`config.mk`:
```
export PLATFORM = sky130hd
export DESIGN_NAME = hex_token_parser
export DESIGN_NICKNAME = d
export VERILOG_FILES = /design/src/design/htp_pkg.sv /design/src/design/hex_token_parser.sv
export VERILOG_INCLUDE_DIRS = /design/src /design/src/design
export SDC_FILE = /design/constraint.sdc
export NUM_CORES = 1
export LEC_CHECK = 0
export BUFFER_PORTS_ARGS = -buffer_cell sky130_fd_sc_hd__buf_2
export CAP_MARGIN = 40
export CORE_MARGIN = 2
export CORE_UTILIZATION = 31
export DETAILED_ROUTE_END_ITERATION = 7
export PLACE_DENSITY = 0.53
export SLEW_MARGIN = 20
export SYNTH_ARGS = -nofsm -noshare
export SYNTH_HDL_FRONTEND = slang
export SYNTH_SLANG_ARGS = --single-unit
```
`constraint.sdc`:
```
create_clock -name clk -period 12.3 [get_ports clk]
set_input_delay 1.845 -clock clk [delete_from_list [all_inputs] [get_ports clk]]
set_output_delay 1.845 -clock clk [all_outputs]
set_load 0.005 [all_outputs]
```
`src/design/hex_token_parser_macros.svh`:
```
// ----------------------------------------------------------------------------
// hex_token_parser_macros: assertion macros
// Concurrent assertion wrappers shared by the hex token parser RTL.
// ----------------------------------------------------------------------------
`ifndef HEX_TOKEN_PARSER_MACROS_SVH
`define HEX_TOKEN_PARSER_MACROS_SVH

// Same-cycle implication, disabled while reset is asserted.
`define HTP_ASSERT_NOW(label, clk, rst_n, ante, cons) \
  label: assert property (@(posedge clk) disable iff (!rst_n) (ante) |-> (cons)) \
    else $error("hex_token_parser assertion failed");

// Next-cycle implication, disabled while reset is asserted.
`define HTP_ASSERT_NEXT(label, clk, rst_n, ante, cons) \
  label: assert property (@(posedge clk) disable iff (!rst_n) (ante) |=> (cons)) \
    else $error("hex_token_parser assertion failed");

`endif

```
`src/design/htp_pkg.sv`:
```
// ----------------------------------------------------------------------------
// htp_pkg
// Types and character constants for the hex token parser.
// ----------------------------------------------------------------------------
`default_nettype none

package htp_pkg;

  typedef enum logic [1:0] {
    PH_IDLE   = 2'd0,
    PH_LEAD   = 2'd1,
    PH_SIGNED = 2'd2,
    PH_DIGITS = 2'd3
  } phase_t;

  localparam logic [7:0]  CH_TAB    = 8'h09;
  localparam logic [7:0]  CH_SPACE  = 8'h20;
  localparam logic [7:0]  CH_COLON  = 8'h3A;
  localparam logic [7:0]  CH_PLUS   = 8'h2B;
  localparam logic [7:0]  CH_MINUS  = 8'h2D;
  localparam logic [7:0]  CH_ZERO   = 8'h30;
  localparam logic [7:0]  CH_NINE   = 8'h39;
  localparam logic [7:0]  CH_UC_A   = 8'h41;
  localparam logic [7:0]  CH_UC_F   = 8'h46;
  localparam logic [7:0]  CH_LC_A   = 8'h61;
  localparam logic [7:0]  CH_LC_F   = 8'h66;
  localparam logic [3:0]  NIB_TEN   = 4'd10;
  localparam logic [15:0] COUNT_MAX = 16'hFFFF;

endpackage

`default_nettype wire

```
`src/design/hex_token_parser.sv`:
```
// ----------------------------------------------------------------------------
// hex_token_parser
// Streaming hexadecimal token to 32-bit integer converter.
// ----------------------------------------------------------------------------
// Usage:
//   Input channel (in_valid/in_ready) carries one character per transaction,
//   with in_start_req marking the first character of a new conversion.
//   Leading space, tab and colon are skipped, one optional sign is taken,
//   then hex digits accumulate. The first character that cannot continue the
//   token ends it and produces one result transaction on the output channel
//   (out_value, out_failed, out_consumed); all other characters produce none.
//   Throughput: one character per cycle while no result is stalled. The parser
//   state update (one shift, add and compare) sits between the state
//   registers and is done in the cycle the character is accepted.
//   Output: the result appears at the output register in the cycle after
//   the terminating character is accepted.
//   Stall: while a result waits in the output register and out_ready is low,
//   in_ready is low; with out_ready high a new character is taken in the
//   same cycle the result leaves.
//   Reset: synchronous, active low; clears the parser to idle and empties
//   the output register. Characters are ignored until a start.
// ----------------------------------------------------------------------------
`default_nettype none

`include "hex_token_parser_macros.svh"

module hex_token_parser
  import htp_pkg::*;
(
  input  wire logic        clk,
  input  wire logic        rst_n,
  input  wire logic        in_valid,
  output logic             in_ready,
  input  wire logic [7:0]  in_ch,
  input  wire logic        in_start_req,
  output logic             out_valid,
  input  wire logic        out_ready,
  output logic [31:0]      out_value,
  output logic             out_failed,
  output logic [15:0]      out_consumed
);

  phase_t      phase_r, phase_nxt;
  logic [31:0] accum_r, accum_nxt;
  logic        ovf_r, ovf_nxt;
  logic        neg_r, neg_nxt;
  logic [15:0] count_r, count_nxt;

  logic        out_valid_r;
  logic [31:0] out_value_r, res_value;
  logic        out_failed_r, res_failed;
  logic [15:0] out_consumed_r, res_consumed;

  logic        in_fire;
  logic        emit;
  logic        is_digit;
  logic [3:0]  nibble;

  assign in_ready = !out_valid_r || out_ready;
  assign in_fire  = in_valid && in_ready;

  // Decode hex digit
  always_comb begin
    is_digit = 1'b1;
    nibble   = 4'd0;
    case (in_ch) inside
      [CH_ZERO:CH_NINE]: nibble = in_ch[3:0];
      [CH_UC_A:CH_UC_F]: nibble = NIB_TEN + (in_ch[3:0] - CH_UC_A[3:0]);
      [CH_LC_A:CH_LC_F]: nibble = NIB_TEN + (in_ch[3:0] - CH_LC_A[3:0]);
      default:           is_digit = 1'b0;
    endcase
  end

  always_comb begin
    phase_t      ph;
    logic [31:0] acc;
    logic        ovf;
    logic        neg;
    logic [15:0] cnt;
    logic [15:0] cnt_inc;

    ph  = phase_r;
    acc = accum_r;
    ovf = ovf_r;
    neg = neg_r;
    cnt = count_r;
    if (in_start_req) begin
      ph  = PH_LEAD;
      acc = '0;
      ovf = 1'b0;
      neg = 1'b0;
      cnt = '0;
    end
    cnt_inc = (cnt != COUNT_MAX) ? cnt + 16'd1 : cnt;

    emit         = 1'b0;
    res_value    = '0;
    res_failed   = 1'b1;
    res_consumed = '0;

    if (ph != PH_IDLE) begin
      if (is_digit) begin
        if (acc[31:28] != 4'd0) begin
          ovf = 1'b1;
        end else begin
          acc = {acc[27:0], nibble};
        end
        cnt = cnt_inc;
        ph  = PH_DIGITS;
      end else if (ph == PH_LEAD &&
                   (in_ch == CH_SPACE || in_ch == CH_TAB || in_ch == CH_COLON)) begin
        cnt = cnt_inc;
      end else if (ph == PH_LEAD && (in_ch == CH_PLUS || in_ch == CH_MINUS)) begin
        neg = (in_ch == CH_MINUS);
        cnt = cnt_inc;
        ph  = PH_SIGNED;
      end else begin
        // Terminator: report and drop back to idle
        emit = 1'b1;
        if (ph == PH_DIGITS) begin
          res_failed   = ovf;
          res_consumed = cnt;
          if (!ovf) begin
            res_value = neg ? (~acc + 32'd1) : acc;
          end
        end
        ph  = PH_IDLE;
        acc = '0;
        ovf = 1'b0;
        neg = 1'b0;
        cnt = '0;
      end
    end

    phase_nxt = ph;
    accum_nxt = acc;
    ovf_nxt   = ovf;
    neg_nxt   = neg;
    count_nxt = cnt;
  end

  always_ff @(posedge clk) begin
    if (!rst_n) begin
      phase_r <= PH_IDLE;
      accum_r <= '0;
      ovf_r   <= 1'b0;
      neg_r   <= 1'b0;
      count_r <= '0;
    end else if (in_fire) begin
      phase_r <= phase_nxt;
      accum_r <= accum_nxt;
      ovf_r   <= ovf_nxt;
      neg_r   <= neg_nxt;
      count_r <= count_nxt;
    end
  end

  always_ff @(posedge clk) begin
    if (!rst_n) begin
      out_valid_r <= 1'b0;
    end else if (in_fire && emit) begin
      out_valid_r <= 1'b1;
    end else if (out_ready) begin
      out_valid_r <= 1'b0;
    end
  end

  always_ff @(posedge clk) begin
    if (in_fire && emit) begin
      out_value_r    <= res_value;
      out_failed_r   <= res_failed;
      out_consumed_r <= res_consumed;
    end
  end

  assign out_valid    = out_valid_r;
  assign out_value    = out_value_r;
  assign out_failed   = out_failed_r;
  assign out_consumed = out_consumed_r;

  `HTP_ASSERT_NOW(a_stall_blocks_input, clk, rst_n, out_valid_r && !out_ready, !in_ready)
  `HTP_ASSERT_NOW(a_fail_zero_value, clk, rst_n, out_valid_r && out_failed_r, out_value_r == 32'd0)
  `HTP_ASSERT_NEXT(a_idle_ignores, clk, rst_n, in_fire && !in_start_req && phase_r == PH_IDLE, phase_r == PH_IDLE && count_r == 16'd0)
  `HTP_ASSERT_NEXT(a_emit_to_idle, clk, rst_n, in_fire && emit, out_valid_r && phase_r == PH_IDLE)

endmodule

`default_nettype wire
```
# Word-level counts from Yosys, hierarchy flattened
# Cells that the tools add are included.
dict set report op_classes {
  addsub 4
  order_cmp 6
  n_eq_ne 8
  n_mux 41
  n_bitwise 3
  n_reduce_logical 17
}
# operator count
set op_table {}
lappend op_table {{32-bit 2-to-1 mux} 7}
lappend op_table {{16-bit 2-to-1 mux} 6}
lappend op_table {{32-bit by 1-bit adder with 32-bit output (second input constant)} 1}
lappend op_table {{8-bit by 6-bit equality test with 1-bit output (second input constant)} 4}
lappend op_table {{32-bit NOT} 1}
lappend op_table {{1-bit 2-to-1 mux} 20}
lappend op_table {{16-bit by 1-bit adder with 16-bit output (second input constant)} 1}
lappend op_table {{8-bit by 7-bit greater-or-equal comparator with 1-bit output (second input constant)} 2}
lappend op_table {{8-bit by 7-bit <= comparator with 1-bit output (second input constant)} 2}
lappend op_table {{16-bit != test (second input constant)} 1}
lappend op_table {{4-bit 2-to-1 mux} 3}
lappend op_table {{2-bit 2-to-1 mux} 5}
lappend op_table {{8-bit by 4-bit equality test with 1-bit output (second input constant)} 1}
lappend op_table {{8-bit by 6-bit greater-or-equal comparator with 1-bit output (second input constant)} 1}
lappend op_table {{8-bit by 6-bit <= comparator with 1-bit output (second input constant)} 1}
lappend op_table {{1-bit logical AND} 7}
lappend op_table {{6-bit OR reduction} 1}
lappend op_table {{5-bit OR reduction} 1}
lappend op_table {{4-bit adder (first input constant)} 1}
lappend op_table {{1-bit logical OR} 4}
lappend op_table {{2-bit nonzero test} 2}
lappend op_table {{4-bit nonzero test} 1}
lappend op_table {{4-bit by 1-bit subtractor with 4-bit output (second input constant)} 1}
lappend op_table {{2-bit by 1-bit equality test with 1-bit output (second input constant)} 1}
lappend op_table {{3 further kinds} 4}
dict set report word_totals {
  register_bits 102
  inputBits 13
}

# Logic depth before layout (Yosys ltp)
dict set report logic_depth {
  word_depth 9
  mapped_depth 11
}

# Worst setup path before layout
# OpenSTA, ideal clock, no wires.
dict set report synth_path {
  kind {input to register}
  startpoint {in in_ch[0]}
  endpoint {reg out_consumed_r[0], in the netlist out_consumed[0] (enable)}
  setup_ps 459
  t_arrival_ps 4947
  required_time_ps 11841
  path_slack_ps 6894
  cell_stages 6
  n_path_buf 0
  cell_sequence {inv_1 > ha_1 > o21bai_1 > a2111o_1 > o2111ai_1 > nor2_1}
}
dict set report synth_between {
  elab_chain_cells 8
  elab_cells_between_ends 27
  classes_between {order compare: 6; eq/ne: 5; mux: 7; reduce/logical: 9}
}
# element line
set synth_rtl {}
lappend synth_rtl {{start, declared} hex_token_parser.sv:34} ;# input wire logic [7:0] in_ch,
lappend synth_rtl {{8-bit by 7-bit greater-or-equal comparator with 1-bit output (no source line), or another cell as far along} --}
lappend synth_rtl {{1-bit logical AND (no source line), or another cell as far along} --}
lappend synth_rtl {{1-bit 2-to-1 mux, or another cell as far along (2 in series)} hex_token_parser.sv:66} ;# case (in_ch) inside
lappend synth_rtl {{1-bit 2-to-1 mux (on tied branches)} {hex_token_parser.sv:66, hex_token_parser.sv:110}}
lappend synth_rtl {{1-bit 2-to-1 mux *} hex_token_parser.sv:102} ;# if (is_digit) begin
lappend synth_rtl {{1-bit 2-to-1 mux *} hex_token_parser.sv:101} ;# if (ph != PH_IDLE) begin
lappend synth_rtl {{1-bit logical AND *} hex_token_parser.sv:169} ;# if (in_fire && emit) begin
lappend synth_rtl {{end signal, assigned} hex_token_parser.sv:172} ;# out_consumed_r <= res_consumed;
lappend synth_rtl {{end, declared} hex_token_parser.sv:52} ;# logic [15:0] out_consumed_r, res_consumed;
# Every way passes the cells marked *; elsewhere a longest branch is shown, timed or not.
# A chain may end at the register's enable or synchronous reset.

# Worst setup path in the final report
dict set report layout_path {
  startpoint {in in_start_req}
  endpoint {reg count_r[0]}
}
dict set report layout_between {
  elab_chain_cells 7
  elab_cells_between_ends 13
  classes_between {add/sub: 1; eq/ne: 2; mux: 7; reduce/logical: 3}
}
# element line
set layout_rtl {}
lappend layout_rtl {{start, declared} hex_token_parser.sv:35} ;# input wire logic in_start_req,
lappend layout_rtl {{16-bit 2-to-1 mux or 2-bit 2-to-1 mux (tied branches)} hex_token_parser.sv:87} ;# if (in_start_req) begin
lappend layout_rtl {{16-bit by 1-bit adder with 16-bit output, or another cell as far along} hex_token_parser.sv:94} ;# cnt_inc = (cnt != COUNT_MAX) ? cnt + 16'd1 : cnt;
lappend layout_rtl {{16-bit 2-to-1 mux or 1-bit logical AND (tied branches)} {hex_token_parser.sv:94, hex_token_parser.sv:113}}
lappend layout_rtl {{16-bit 2-to-1 mux} hex_token_parser.sv:113} ;# end else if (ph == PH_LEAD && (in_ch == CH_PLUS || in_ch == CH_MINUS)) begin
lappend layout_rtl {{16-bit 2-to-1 mux} hex_token_parser.sv:110} ;# end else if (ph == PH_LEAD &&
lappend layout_rtl {{16-bit 2-to-1 mux} hex_token_parser.sv:102}
lappend layout_rtl {{16-bit 2-to-1 mux *} hex_token_parser.sv:101}
lappend layout_rtl {{end signal, assigned} hex_token_parser.sv:154} ;# count_r <= count_nxt;
lappend layout_rtl {{end, declared} hex_token_parser.sv:47} ;# logic [15:0] count_r, count_nxt;
# Marked as above.

==> reports/metrics.cfg <==
[global_route]
grt_usage_pct=15.2
grt_pass1_vias=4073
grt_max_degree=46
grt_pass1_wl_um=22000
grt-ovfl-total=0
antenna_found_initial=0

[synth]
synth-edff-count=49
synth.avg_cell_area_um2=10.1
synth_cell_types=71
synth_cells=518
yosysSeqAreaShare_pct=48.3
synth_top_area_share_pct=28.0
synth_area_leaders=edfxtp_1, dfxtp_1, a22o_1
synth_nets=537
ys_seq_elements=102
synthesis.area_um2=5250
ys_warn_count=0
synth_top_area_cell=edfxtp_1
ys.flop_type=dfxtp_1
ys_async_sr_fraction_pct=0

[timing]
finalSetupViolations=0
maxSlewViolCount=0
setup_total_negative_slack_ns=0
clock_skew_ns=0.0148
holdWs_ns=0.514
slew_headroom_pct=45.3
min_period_over_period_pct=37.8
hold_viol=0
rsz0062_at_grt=no
worst_pin_slew_ns=0.821
fin_crit_ns=4.65
max_freq_ghz=0.215

[critical_path]
reg2reg_from=phase_r[1]
critPathKind=input port to register
required_ns=12.58
startpoint_type=input port
reg2reg_slack_ns=9.43
end_kind=register
r2r-end=out_value[21]
reg2reg_depth=4
cp.arrival_ns=4.93
crit_fanout=45

[clock_network]
ctsHtreeMaxLevel=3
cts_setup_buffers=0
clk_latency_ns=0.35
cts_resized=0
clkSlewWorstSetupHoldPaths_ns=0.07
clockBufferDepth=2
cts_buffers=9
cts_hold_buf=0
cts_root_buf=clkbuf_16
cts_sinks=102
cts_tree=built

[final_layout]
layout_common_cells=buf_2, dfxtp_1, nor2_1
area_growth_pct=15.8
drive_gt1_share_pct=17.1
n_fill_cell=1687
final_common_cell=buf_2
final_util_pct=36.6
diodes=0
nets=588

[placed_design]
portBuffers=63
place_congestion=0.853
hpwl_um=9560

[hold_path]
hold_depth=2
hp-class=register to register
hp-start=ovf_r
hold_end=ovf_r

[routing]
first_pass_iters=5
num_vias=4347
routed_wl_um=13700
drt-initial-drc-count=383
ant_nets=0
wire_per_inst_um=17.3
drc=0
drt-vias-per-instance=5.47

[job]
max-cap-violations=0

[power_and_ir_drop]
vdd_drop_max_mv=0.0673
p_leak_nw=2.17
power_density_nw_per_um2=115

[die]
initial_core_util_pct=31.6
coreArea_um2=16600
die_width_um=134
ios=64
rows=47
dieArea_um2=18000
die_h_um=134

[status]
status=completed

-- state kept, by name, summed over array words and instances, names as in the netlist --
register      cells
count_r          16
out_consumed     16
neg_r             1
out_value        32
phase_r           2
accum_r          32
out_failed        1
ovf_r             1
out_valid         1
-- per-layer routing --
| metal | vias up | wire (um) | track usage [%] |
|---|---|---|---|
| met4 | 0 | 255 | 5.44 |
| met2 | 140 | 6470 | 24.0 |
| met3 | 18 | 585 | 2.15 |
| met5 | - | 0 | 0 |
| li1 | 2107 | - | - |
| met1 | 2082 | 6420 | 21.4 |
-- logic make-up (layout without fill, tap and decap cells) --
logic type	after synthesis	count (layout)	synth area share, %
mux	4	4	0.787
buf+inv	44	100	3.72
xor+xnor	30	30	5.01
fa+ha+maj	6	6	1.43
compound gates	140	140	20.9
flops	102	102	48.3
simple gates	192	192	19.9
-- stage by stage --
step	std cells	power (W)	setup slack, ns	area, um^2
3_3_place_gp	773	0.000415	7.36	5730
6_report	794	0.000698	7.65	6070
3_5_place_dp	775	0.000416	7.33	5750
4_1_cts	791	0.000704	7.66	6050
2_1_floorplan	518	0.000397	6.89	5250
5_1_grt	794	0.000721	7.36	6070
-- where the power goes --
part	internal (W)	total, W	switching (W)
clock network	0.000160	0.000290	0.000130
registers	0.000361	0.000363	0.00000178
logic	0.0000126	0.0000449	0.0000323
-- worst max path at each step --
stage	start	end	slack, ns	cells after the start
finish	in_start_req	count_r[0]	7.65	12
global route	in_start_req	count_r[0]	7.36	12
CTS	in_start_req	count_r[2]	7.66	11
global placement	in_start_req	count_r[2]	7.36	11
floorplan	in_ch[0]	out_consumed[0]	6.89	6
detailed placement	in_start_req	count_r[2]	7.33	11
-- synth_stat cells (4+ instances only) --
master	n
a211oi_1	5
inv_1	10
clkbuf_1	21
nor2_1	52
o21ai_0	19
a21oi_1	15
or3_1	5
a41oi_1	4
edfxtp_1	49
o41ai_1	8
nand3_1	16
a31oi_1	9
dfxtp_1	53
a22o_1	31
xnor2_1	5
o211ai_1	4
nor3_1	14
nand4_1	12
buf_2	6
xor2_1	25
nand2_1	27
and3_1	18
nor4_1	11
nor2b_1	5
o2111ai_1	5
or4_1	7
o31ai_1	6
ha_1	6
-- worst max-delay path, stage by stage --
cell,delay [ns]
buf_2,0.08
buf_4,0.39
clkinv_1,0.67
nand2_1,0.29
inv_1,0.06
ha_1,0.25
nand4b_1,0.28
nor4_1,0.13
clkbuf_2,0.18
nand2_1,0.12
nor4b_1,0.41
a32o_1,0.19
-- final cells by class --
cell class                 instances  area (um^2)  share of cell area, %
tap                              220          275                   4.53
clock inverter                     6         68.8                   1.13
clock buffer                      10          229                   3.77
inverter                          11         41.3                  0.680
sequential                       102         2530                   41.7
timing repair buffer              73          400                   6.59
multi-input combinational        372         2530                   41.6
Power figures use the tool's default switching activity.
